### src/rtl/core/ptnb_pkg.sv
// Constants for the tone period to note and pitch bend converter.
// Semitone period table, note range and bend scaling.
// No dependencies.
package ptnb_pkg;

  localparam int TAB_LEN  = 72;
  localparam int IDX_W    = 7;   // index into the semitone table
  localparam int PER_W    = 11;  // tone period width
  localparam int NOTE_W   = 7;
  localparam int FRAC_W   = 12;  // 4096 bend units per semitone
  localparam int DIFF_W   = 7;   // shortfall and gap, largest gap is 112
  localparam int DIV_STEP = 4;   // quotient bits per divider stage

  localparam logic [NOTE_W-1:0] BASE_NOTE = 7'd36;
  localparam logic [NOTE_W-1:0] TOP_NOTE  = 7'd107;
  localparam logic [IDX_W-1:0]  LAST_IDX  = 7'd71;
  localparam logic [FRAC_W:0]   BEND_HALF = 13'h0800;

  // Ascending semitone periods, base note at index 0
  localparam logic [PER_W-1:0] PERIOD_TAB [TAB_LEN] = '{
    11'd44,   11'd156,  11'd262,  11'd363,  11'd457,  11'd547,
    11'd631,  11'd710,  11'd786,  11'd854,  11'd923,  11'd986,
    11'd1046, 11'd1102, 11'd1155, 11'd1205, 11'd1253, 11'd1297,
    11'd1339, 11'd1379, 11'd1417, 11'd1452, 11'd1486, 11'd1517,
    11'd1546, 11'd1575, 11'd1602, 11'd1627, 11'd1650, 11'd1673,
    11'd1694, 11'd1714, 11'd1732, 11'd1750, 11'd1767, 11'd1783,
    11'd1798, 11'd1812, 11'd1825, 11'd1837, 11'd1849, 11'd1860,
    11'd1871, 11'd1881, 11'd1890, 11'd1899, 11'd1907, 11'd1915,
    11'd1923, 11'd1930, 11'd1936, 11'd1943, 11'd1949, 11'd1954,
    11'd1959, 11'd1964, 11'd1969, 11'd1974, 11'd1978, 11'd1982,
    11'd1985, 11'd1988, 11'd1992, 11'd1995, 11'd1998, 11'd2001,
    11'd2004, 11'd2006, 11'd2009, 11'd2011, 11'd2013, 11'd2015
  };

  // Partial quotient and remainder carried between divider stages
  typedef struct packed {
    logic [FRAC_W-1:0] quo;
    logic [DIFF_W-1:0] rem;
  } div_t;

endpackage

### src/rtl/core/period_to_note_and_bend.sv
// Tone period to MIDI note and pitch bend converter, top level.
// Six-stage pipeline: table search, lookup, three restoring divide stages, output.
// Depends on ptnb_pkg.
//
//  channel | side   | tdata (low bit up)                      | tuser
//  s_*     | input  | tone_period[10:0], zero pad to 16 bits  | -
//  m_*     | output | midi_note[6:0], bend_amount[11:0], pad  | above_table
//
// One period accepted per cycle while the output is not stalled.
// Pipeline depth is set by the priority search over 72 compares and the
// 12-bit restoring divide of shortfall by semitone gap, four bits per stage.
// rst clears the stage valid bits only; payload registers are not reset.
// Each stage loads when empty or when the next stage loads, so a stall at
// the output fills bubbles first and no beat is lost or repeated.
module period_to_note_and_bend (
  input  logic        clk,
  input  logic        rst,
  input  logic        s_tvalid,
  output logic        s_tready,
  input  logic [15:0] s_tdata,   // tone_period[10:0], pad
  output logic        m_tvalid,
  input  logic        m_tready,
  output logic [23:0] m_tdata,   // midi_note[6:0], bend_amount[18:7], pad
  output logic        m_tuser    // above_table
);

  localparam int NST = 6;

  logic [NST-1:0] vld;
  logic [NST-1:0] rdy;

  // stage 0: search result
  logic [ptnb_pkg::PER_W-1:0]  s0_per;
  logic [ptnb_pkg::IDX_W-1:0]  s0_idx;
  logic                        s0_above;
  // stage 1: lookup
  logic [ptnb_pkg::NOTE_W-1:0] s1_note;
  logic                        s1_zero;
  logic                        s1_above;
  logic [ptnb_pkg::DIFF_W-1:0] s1_rem;
  logic [ptnb_pkg::DIFF_W-1:0] s1_gap;
  // divider stages 2..4
  logic [ptnb_pkg::NOTE_W-1:0] d_note  [3];
  logic                        d_zero  [3];
  logic                        d_above [3];
  logic [ptnb_pkg::DIFF_W-1:0] d_gap   [3];
  ptnb_pkg::div_t              d_div   [3];
  // stage 5: output
  logic [ptnb_pkg::NOTE_W-1:0] o_note;
  logic [ptnb_pkg::FRAC_W-1:0] o_bend;
  logic                        o_above;

  function automatic ptnb_pkg::div_t div_steps(input ptnb_pkg::div_t d,
                                               input logic [ptnb_pkg::DIFF_W-1:0] g);
    logic [ptnb_pkg::DIFF_W:0] t;
    ptnb_pkg::div_t            x;
    x = d;
    for (int i = 0; i < ptnb_pkg::DIV_STEP; i++) begin
      t = {x.rem, 1'b0};
      if (t >= {1'b0, g}) begin
        x.rem = ptnb_pkg::DIFF_W'(t - {1'b0, g});
        x.quo = {x.quo[ptnb_pkg::FRAC_W-2:0], 1'b1};
      end else begin
        x.rem = t[ptnb_pkg::DIFF_W-1:0];
        x.quo = {x.quo[ptnb_pkg::FRAC_W-2:0], 1'b0};
      end
    end
    return x;
  endfunction

  // ready chain, back to front
  always_comb begin
    rdy[NST-1] = !vld[NST-1] || m_tready;
    for (int k = NST-2; k >= 0; k--) begin
      rdy[k] = !vld[k] || rdy[k+1];
    end
  end

  assign s_tready = rdy[0];

  always_ff @(posedge clk) begin
    if (rst) begin
      vld <= '0;
    end else begin
      if (rdy[0]) vld[0] <= s_tvalid;
      for (int k = 1; k < NST; k++) begin
        if (rdy[k]) vld[k] <= vld[k-1];
      end
    end
  end

  // stage 0: first entry not below the period
  logic [ptnb_pkg::PER_W-1:0] in_per;
  logic [ptnb_pkg::IDX_W-1:0] srch_idx;
  logic                       srch_found;

  assign in_per = s_tdata[ptnb_pkg::PER_W-1:0];

  always_comb begin
    srch_idx   = ptnb_pkg::LAST_IDX;
    srch_found = 1'b0;
    for (int i = ptnb_pkg::TAB_LEN-1; i >= 0; i--) begin
      if (ptnb_pkg::PERIOD_TAB[i] >= in_per) begin
        srch_idx   = ptnb_pkg::IDX_W'(i);
        srch_found = 1'b1;
      end
    end
  end

  always_ff @(posedge clk) begin
    if (rdy[0]) begin
      s0_per   <= in_per;
      s0_idx   <= srch_idx;
      s0_above <= !srch_found;
    end
  end

  // stage 1: entry, entry below, shortfall and gap
  logic [ptnb_pkg::IDX_W-1:0] prev_idx;
  logic [ptnb_pkg::PER_W-1:0] ent;
  logic [ptnb_pkg::PER_W-1:0] ent_prev;
  logic                       lk_zero;

  always_comb begin
    prev_idx = (s0_idx == '0) ? '0 : s0_idx - 1'b1;
    ent      = ptnb_pkg::PERIOD_TAB[s0_idx];
    ent_prev = ptnb_pkg::PERIOD_TAB[prev_idx];
    lk_zero  = s0_above || (s0_idx == '0) || (ent == s0_per);
  end

  always_ff @(posedge clk) begin
    if (rdy[1]) begin
      s1_note  <= ptnb_pkg::BASE_NOTE + s0_idx;
      s1_zero  <= lk_zero;
      s1_above <= s0_above;
      s1_rem   <= lk_zero ? '0 : ptnb_pkg::DIFF_W'(ent - s0_per);
      s1_gap   <= lk_zero ? ptnb_pkg::DIFF_W'(1) : ptnb_pkg::DIFF_W'(ent - ent_prev);
    end
  end

  // stages 2..4: 4096 * shortfall / gap, four quotient bits each
  always_ff @(posedge clk) begin
    if (rdy[2]) begin
      d_note[0]  <= s1_note;
      d_zero[0]  <= s1_zero;
      d_above[0] <= s1_above;
      d_gap[0]   <= s1_gap;
      d_div[0]   <= div_steps('{quo: '0, rem: s1_rem}, s1_gap);
    end
    for (int k = 1; k < 3; k++) begin
      if (rdy[k+2]) begin
        d_note[k]  <= d_note[k-1];
        d_zero[k]  <= d_zero[k-1];
        d_above[k] <= d_above[k-1];
        d_gap[k]   <= d_gap[k-1];
        d_div[k]   <= div_steps(d_div[k-1], d_gap[k-1]);
      end
    end
  end

  // stage 5: over half a semitone rounds the note down; bend is -frac mod 4096 either way
  always_ff @(posedge clk) begin
    if (rdy[5]) begin
      o_above <= d_above[2];
      if (d_zero[2]) begin
        o_note <= d_note[2];
        o_bend <= '0;
      end else begin
        o_note <= ({1'b0, d_div[2].quo} > ptnb_pkg::BEND_HALF) ? d_note[2] - 1'b1
                                                                 : d_note[2];
        o_bend <= ptnb_pkg::FRAC_W'(-d_div[2].quo);
      end
    end
  end

  assign m_tvalid = vld[NST-1];
  assign m_tdata  = {5'd0, o_bend, o_note};
  assign m_tuser  = o_above;

`ifndef SYNTH
  a_clamp: assert property (@(posedge clk) disable iff (rst)
    m_tvalid && m_tuser |-> o_note == ptnb_pkg::TOP_NOTE && o_bend == '0)
    else $error("clamped result not note 107 with zero bend");

  a_note_rng: assert property (@(posedge clk) disable iff (rst)
    m_tvalid |-> o_note >= ptnb_pkg::BASE_NOTE && o_note <= ptnb_pkg::TOP_NOTE)
    else $error("note out of range");

  a_div_pre: assert property (@(posedge clk) disable iff (rst)
    vld[1] && !s1_zero |-> s1_rem != '0 && s1_rem < s1_gap)
    else $error("divider operands out of range");

  a_full_stall: assert property (@(posedge clk) disable iff (rst)
    !s_tready |-> vld == '1 && !m_tready)
    else $error("input stalled with room in the pipeline");
`endif

endmodule
### config.mk
export PLATFORM = sky130hd
export DESIGN_NAME = period_to_note_and_bend
export DESIGN_NICKNAME = d
export VERILOG_FILES = /design/src/rtl/core/ptnb_pkg.sv /design/src/rtl/core/period_to_note_and_bend.sv
export SDC_FILE = /design/constraint.sdc
export NUM_CORES = 1
export LEC_CHECK = 0
export ABC_AREA = 1
export BUFFER_PORTS_ARGS = -buffer_cell sky130_fd_sc_hd__buf_2
export CORE_MARGIN = 2
export CORE_UTILIZATION = 60
export DETAILED_ROUTE_END_ITERATION = 10
export PLACE_DENSITY = 0.84
export SLEW_MARGIN = 5
export SYNTH_ARGS = -nofsm -noshare
export SYNTH_HDL_FRONTEND = slang
export SYNTH_SLANG_ARGS = --single-unit
### constraint.sdc
create_clock -name clk -period 8.6 [get_ports clk]
set_input_delay 0.86 -clock clk [delete_from_list [all_inputs] [get_ports clk]]
set_output_delay 0.86 -clock clk [all_outputs]
set_load 0.01 [all_outputs]
==> results.sh, run 1 <==
export IMPL_outcome="completed"
export IMPL_nets=1783
export IMPL_critPathSlowestCell="a2111o_1"
export IMPL_synth_flop_cell="edfxtp_1"
export IMPL_grt_usage=0.298
export IMPL_seq_area_um2=4350
export IMPL_finalMaxSlewViolations=0
export IMPL_wirelength_mm=32.0
export IMPL_synth_top_area_share=0.344
export IMPL_final_area_um2=13400
export IMPL_antenna_diode_count=0
export IMPL_synthTopCellsByCount="nand2_1, inv_1, nor2_1"
export IMPL_die_h_um=147
export IMPL_finalClockSkew_ns=0.0117
export IMPL_grt_pass1_wl_mm=51.7
export IMPL_die_w_um=147
export IMPL_yosys_warnings=0
export IMPL_multiInputGateArea_um2=6870
export IMPL_cts_tree="yes"
export IMPL_synth_top_area_cell="edfxtp_1"
export IMPL_postCtsHoldBufs=0
export IMPL_tns_ns=0
export IMPL_worst_pin_slew_ns=1.20
export IMPL_synthArstFlopShare=0
export IMPL_hold_ws_ns=0.412
export IMPL_antenna_found_initial=0
export IMPL_finalCritPeriodShare=0.920
export IMPL_critical_path_max_stage_delay_ns=0.48
export IMPL_required_ns=8.76
export IMPL_dieArea_um2=21700
export IMPL_grt_pass1_vias=10700
export IMPL_cp_max_fo=13
export IMPL_cp_end_kind="flip-flop"
export IMPL_grt_overflow_total=0
export IMPL_synth_seq_area_share=0.354
export IMPL_clk_pin_slew_ns=0.07
export IMPL_io_pins=47
export IMPL_insertion_delay_ns=0.43
export IMPL_area_growth_pct=8.86
export IMPL_wire_per_inst_um=16.5
export IMPL_cts_root_buf="clkbuf_16"
export IMPL_fmaxAchievable_mhz=126
export IMPL_clock_sinks=147
export IMPL_rows=52
export IMPL_final_hold_violation_count=0
export IMPL_yosysUniqueCellTypes=64
export IMPL_crit_top_cell="nand2_1"
export IMPL_initial_utilization=0.610
export IMPL_worstPathArrival_ns=8.07
export IMPL_ys_seq_elements=147
export IMPL_netlist_area_um2=12300
export IMPL_vias=11400
export IMPL_final_layout_size_suffix_gt1_frac=0.0874
export IMPL_grt_max_degree=33
export IMPL_finalWeightedCongestion=1.02
export IMPL_setup_violations=0
export IMPL_numPortBuffers=36
export IMPL_cts_htree_levels=4
export IMPL_drv_cap=0
export IMPL_synth_edf_count=141
export IMPL_maxSlewHeadroom=0.176
export IMPL_start_kind="flip-flop"
export IMPL_yosysMostFrequentCell="nand2_1"
export IMPL_hpwlAfterDp_mm=24.3
export IMPL_clockBufferDepth=2
export IMPL_dpl_cell_area_um2=12700
export IMPL_ant_nets=0
export IMPL_avgSynthCellArea_um2=7.60
export IMPL_fill_cells=1658
export IMPL_drt_iter0_markers=978
export IMPL_numCtsBuffers=17
export IMPL_synth_area_leaders="edfxtp_1, ha_1, nand2_1"
export IMPL_path_class="flip-flop to flip-flop"
export IMPL_dr_pass1_iters=6
export IMPL_syn_inst=1618
export IMPL_drc=0
export IMPL_hold_path_class="flip-flop to flip-flop"
export IMPL_core_area_um2=20200
export IMPL_period_minus_slack_ns=7.91
export IMPL_vias_per_cell=5.85
## layout make-up
| class | instances | area share |
|---|---|---|
| multi-input combinational | 1195 | 0.513 |
| sequential | 147 | 0.325 |
| inverter | 243 | 0.0690 |
| clock buffer | 17 | 0.0318 |
| tap | 270 | 0.0252 |
| timing repair buffer | 53 | 0.0230 |
| clock inverter | 15 | 0.0125 |
## per-stage QoR
stage,util,std cells,setup WS [ns]
after floorplan,-,1622,0.769
after global routing,0.664,1940,-0.0828
final,0.664,1940,0.690
after global placement,0.632,1905,0.620
after CTS,0.661,1937,0.185
after detailed placement,0.632,1905,0.215
## cells in the final DEF (no fill, tap or decap), types with 36 or more instances in the layout
cell      netlist  layout
a21oi_1       154     153
buf_2           2      36
edfxtp_1      141     141
ha_1          101     101
inv_1         227     226
nand2_1       296     294
nand3_1        50      50
nor2_1        217     217
o21ai_0       124     119
xor2_1         44      44
## critical path, delay by kind of cell, from the launching register on
kind / cells / cell delay (ns)
AOI/OAI and AO/OA: 15 / 3.01
and+or+nand+nor: 15 / 1.70
adders and majority gates: 4 / 1.48
buffers and inverters: 6 / 0.70
DFF: 1 / 0.43
muxes: 1 / 0.33
## repair_timing
item | 4_1_cts | 5_1_grt
gates resized for setup | 0 | 12
setup endpoints to repair | 0 | 17
buffers inserted | 0 | 3
## state kept, by name (all words and copies together) (netlist names)
name and count:
d_div 38, d_gap 14, o_bend 12, d_zero 3, s1_zero 1, o_note 7, s0_idx 7, s1_above 1
d_note 21, vld 6, m_tuser 1, s0_per 11, s0_above 1, s1_note 7, d_above 3, s1_rem 7
s1_gap 7
## worst paths after layout
kind / start / to / slack (ns) / cells past startpoint
hold / removal: d_div[0][33] / d_div[0][56] / 0.41 / 0
hold reg to reg: d_div[0][33] / d_div[0][56] / 0.41 / 0
setup / recovery: s1_gap[0] / d_div[0][5] / 0.69 / 41
setup reg to reg: s1_gap[0] / d_div[0][5] / 0.69 / 41
## layer usage
layer	up-vias	GRT usage	routed length, um
li1	5528	-	-
met1	5194	0.391	13300
met2	552	0.501	15300
met3	77	0.0500	2470
met4	0	0.108	893
met5	-	0	0
## cell families (layout without fill, tap and decap cells)
kind of cell	count (synthesis)	after routing	synth area share
AO/OA/AOI/OAI	376	376	0.175
XOR/XNOR	71	71	0.0506
adder cells (fa/ha/maj)	106	106	0.111
buffers and inverters	280	328	0.0905
flip-flops	147	147	0.354
multiplexers	2	2	0.00183
other	1	5	0.000305
AND/OR/NAND/NOR	635	635	0.217
Power of run 1 is not shown: default switching activity piles up to over one toggle a cycle in this logic, so the estimate is an artifact.
==> run 2: changes to the inputs <==
--- a/config.mk
+++ b/config.mk
@@ -7,7 +7,7 @@
 export LEC_CHECK = 0
 export ABC_AREA = 1
 export BUFFER_PORTS_ARGS = -buffer_cell sky130_fd_sc_hd__buf_2
-export CORE_MARGIN = 2
+export CORE_MARGIN = 1
 export CORE_UTILIZATION = 60
 export DETAILED_ROUTE_END_ITERATION = 10
 export PLACE_DENSITY = 0.84
==> constraint.sdc (replaced) <==
create_clock -name clk -period 7.49 [get_ports clk]
set_input_delay 0.749 -clock clk [delete_from_list [all_inputs] [get_ports clk]]
set_output_delay 0.749 -clock clk [all_outputs]
set_load 0.01 [all_outputs]
==> run 2 against run 1 <==
Worst hold slack improved by 0.00062 ns; via count increased by 4.1%; setup slack got worse by 0.56 ns; global-route usage up 2.3 points; clock-buffer cell count up 1; register-to-register slack worse by 0.56 ns; critical path type unchanged; critical endpoint is now d_div[0][24]; highest routed layer unchanged.
==> results.sh, run 2 (synthesis results as in run 1) <==
export IMPL_largest_register_ffs=38
export IMPL_top_register="d_div"
export IMPL_worstPathArrival_ns=7.52
export IMPL_finalClockSkew_ns=0.00939
export IMPL_critical_path_max_stage_delay_ns=0.46
export IMPL_hp_start="d_above[2]"
export IMPL_io_pins=47
export IMPL_hold_depth=0
export IMPL_rr_endpoint="d_div[0][24]"
export IMPL_finalWeightedCongestion=0.943
export IMPL_clock_sinks=147
export IMPL_path_class="flip-flop to flip-flop"
export IMPL_antenna_diode_count=0
export IMPL_antenna_found_initial=0
export IMPL_dpl_cell_area_um2=12900
export IMPL_tns_ns=0
export IMPL_mostFrequentLayoutCells="nand2_1, inv_1, nor2_1"
export IMPL_reg2reg_from="d_div[0][2]"
export IMPL_grt_pass1_vias=11100
export IMPL_clk_pin_slew_ns=0.07
export IMPL_hold_path_end="m_tuser"
export IMPL_drv_cap=0
export IMPL_wirelength_mm=35.3
export IMPL_placedCellCount=1926
export IMPL_fmaxAchievable_mhz=136
export IMPL_dr_pass1_iters=6
export IMPL_cp_end_kind="flip-flop"
export IMPL_area_growth_pct=13.5
export IMPL_grt_overflow_total=0
export IMPL_clockBufferDepth=2
export IMPL_setup_violations=0
export IMPL_cts_tree="yes"
export IMPL_required_ns=7.65
export IMPL_numCtsBuffers=17
export IMPL_setup_worst_path_start="d_div[0][2]"
export IMPL_finalMaxSlewViolations=0
export IMPL_rows=51
export IMPL_ant_nets=0
export IMPL_drc=0
export IMPL_top_regs="d_div (38), d_note (21), d_gap (14)"
export IMPL_vias=11800
export IMPL_maxSlewHeadroom=0.281
export IMPL_wire_per_inst_um=17.8
export IMPL_nets=1831
export IMPL_die_h_um=145
export IMPL_vias_per_cell=5.96
export IMPL_worst_pin_slew_ns=1.05
export IMPL_critPathSlowestCell="edfxtp_1"
export IMPL_grt_max_degree=33
export IMPL_numPortBuffers=36
export IMPL_hpwlAfterDp_mm=25.3
export IMPL_insertion_delay_ns=0.44
export IMPL_start_kind="flip-flop"
export IMPL_r2r_cells=44
export IMPL_dieArea_um2=21100
export IMPL_cp_max_fo=13
export IMPL_core_area_um2=19800
export IMPL_hold_path_class="flip-flop to flip-flop"
export IMPL_final_layout_size_suffix_gt1_frac=0.143
export IMPL_final_cells=1983
export IMPL_final_hold_violation_count=0
export IMPL_final_area_um2=14000
export IMPL_period_minus_slack_ns=7.36
export IMPL_die_w_um=145
export IMPL_drt_iter0_markers=1189
export IMPL_finalCritPeriodShare=0.983
export IMPL_grt_pass1_wl_mm=53.9
export IMPL_hold_ws_ns=0.413
export IMPL_final_common_cell="nand2_1"
export IMPL_cts_htree_levels=4
export IMPL_crit_top_cell="nand2_1"
export IMPL_r2r_setup_slack_ns=0.13
export IMPL_outcome="completed"
export IMPL_initial_utilization=0.622
export IMPL_cts_root_buf="clkbuf_16"
export IMPL_grt_usage=0.321
==> run 2: changes by cell type in the layout (fill, tap and decap cells not counted), sizes merged <==
cell      change
inv           +1
buf          +48
clkbuf        +1
clkinvlp      +1
clkinv        -3
==> run 2: cell type report <==
class                   count  area (um2)
clock buffers              18         429
clock inverters            14         161
fillers                  1522        5830
inverters                 243         928
multi-input cells        1195        7060
flip-flops and latches    147        4350
well taps                 265         332
repair buffers            101         688
==> run 2: worst max path at each step <==
| stage | to | slack (ns) | depth (start not counted) |
|---|---|---|---|
| 2_1_floorplan | d_div[0][22] | 0.01 | 44 |
| 3_3_place_gp | d_div[0][6] | -0.006 | 40 |
| 3_5_place_dp | d_div[0][24] | -0.24 | 41 |
| 4_1_cts | d_div[0][6] | -0.0004 | 42 |
| 5_1_grt | d_div[0][6] | -0.32 | 44 |
| 6_report | d_div[0][24] | 0.13 | 44 |
==> run 2: critical path: cells and delay by family (launching register included) <==
family                     cells  cell delay (ns)
and+or+nand+nor               17             2.19
adders and majority gates      4             1.05
buffers and inverters          7             0.63
AOI/OAI and AO/OA             15             2.45
DFF                            1             0.46
muxes                          1             0.31
==> run 2: metal layers <==
layer | share of wire | global-route usage | vias to the layer above
met5 | 0 | 0 | -
met4 | 0.035 | 0.125 | 0
met3 | 0.080 | 0.0506 | 114
met2 | 0.49 | 0.553 | 610
met1 | 0.40 | 0.403 | 5456
li1 | - | - | 5637
==> run 2: through the flow <==
stage	utilization	setup slack (ns)
floorplan	-	0.00956
global placement	0.654	-0.00576
detailed placement	0.654	-0.236
CTS	0.686	-0.000433
global route	0.705	-0.318
finish	0.705	0.130
==> run 2: repair_timing <==
item / in CTS / in global routing
pin swaps: 1 / 31
hold buffers: 0 / 0
buffers inserted: 2 / 23
endpoints found under the setup margin: 17 / 17
resized for setup: 10 / 67
hold endpoints to repair: 0 / 0
Power of run 2 is left out for the same reason.
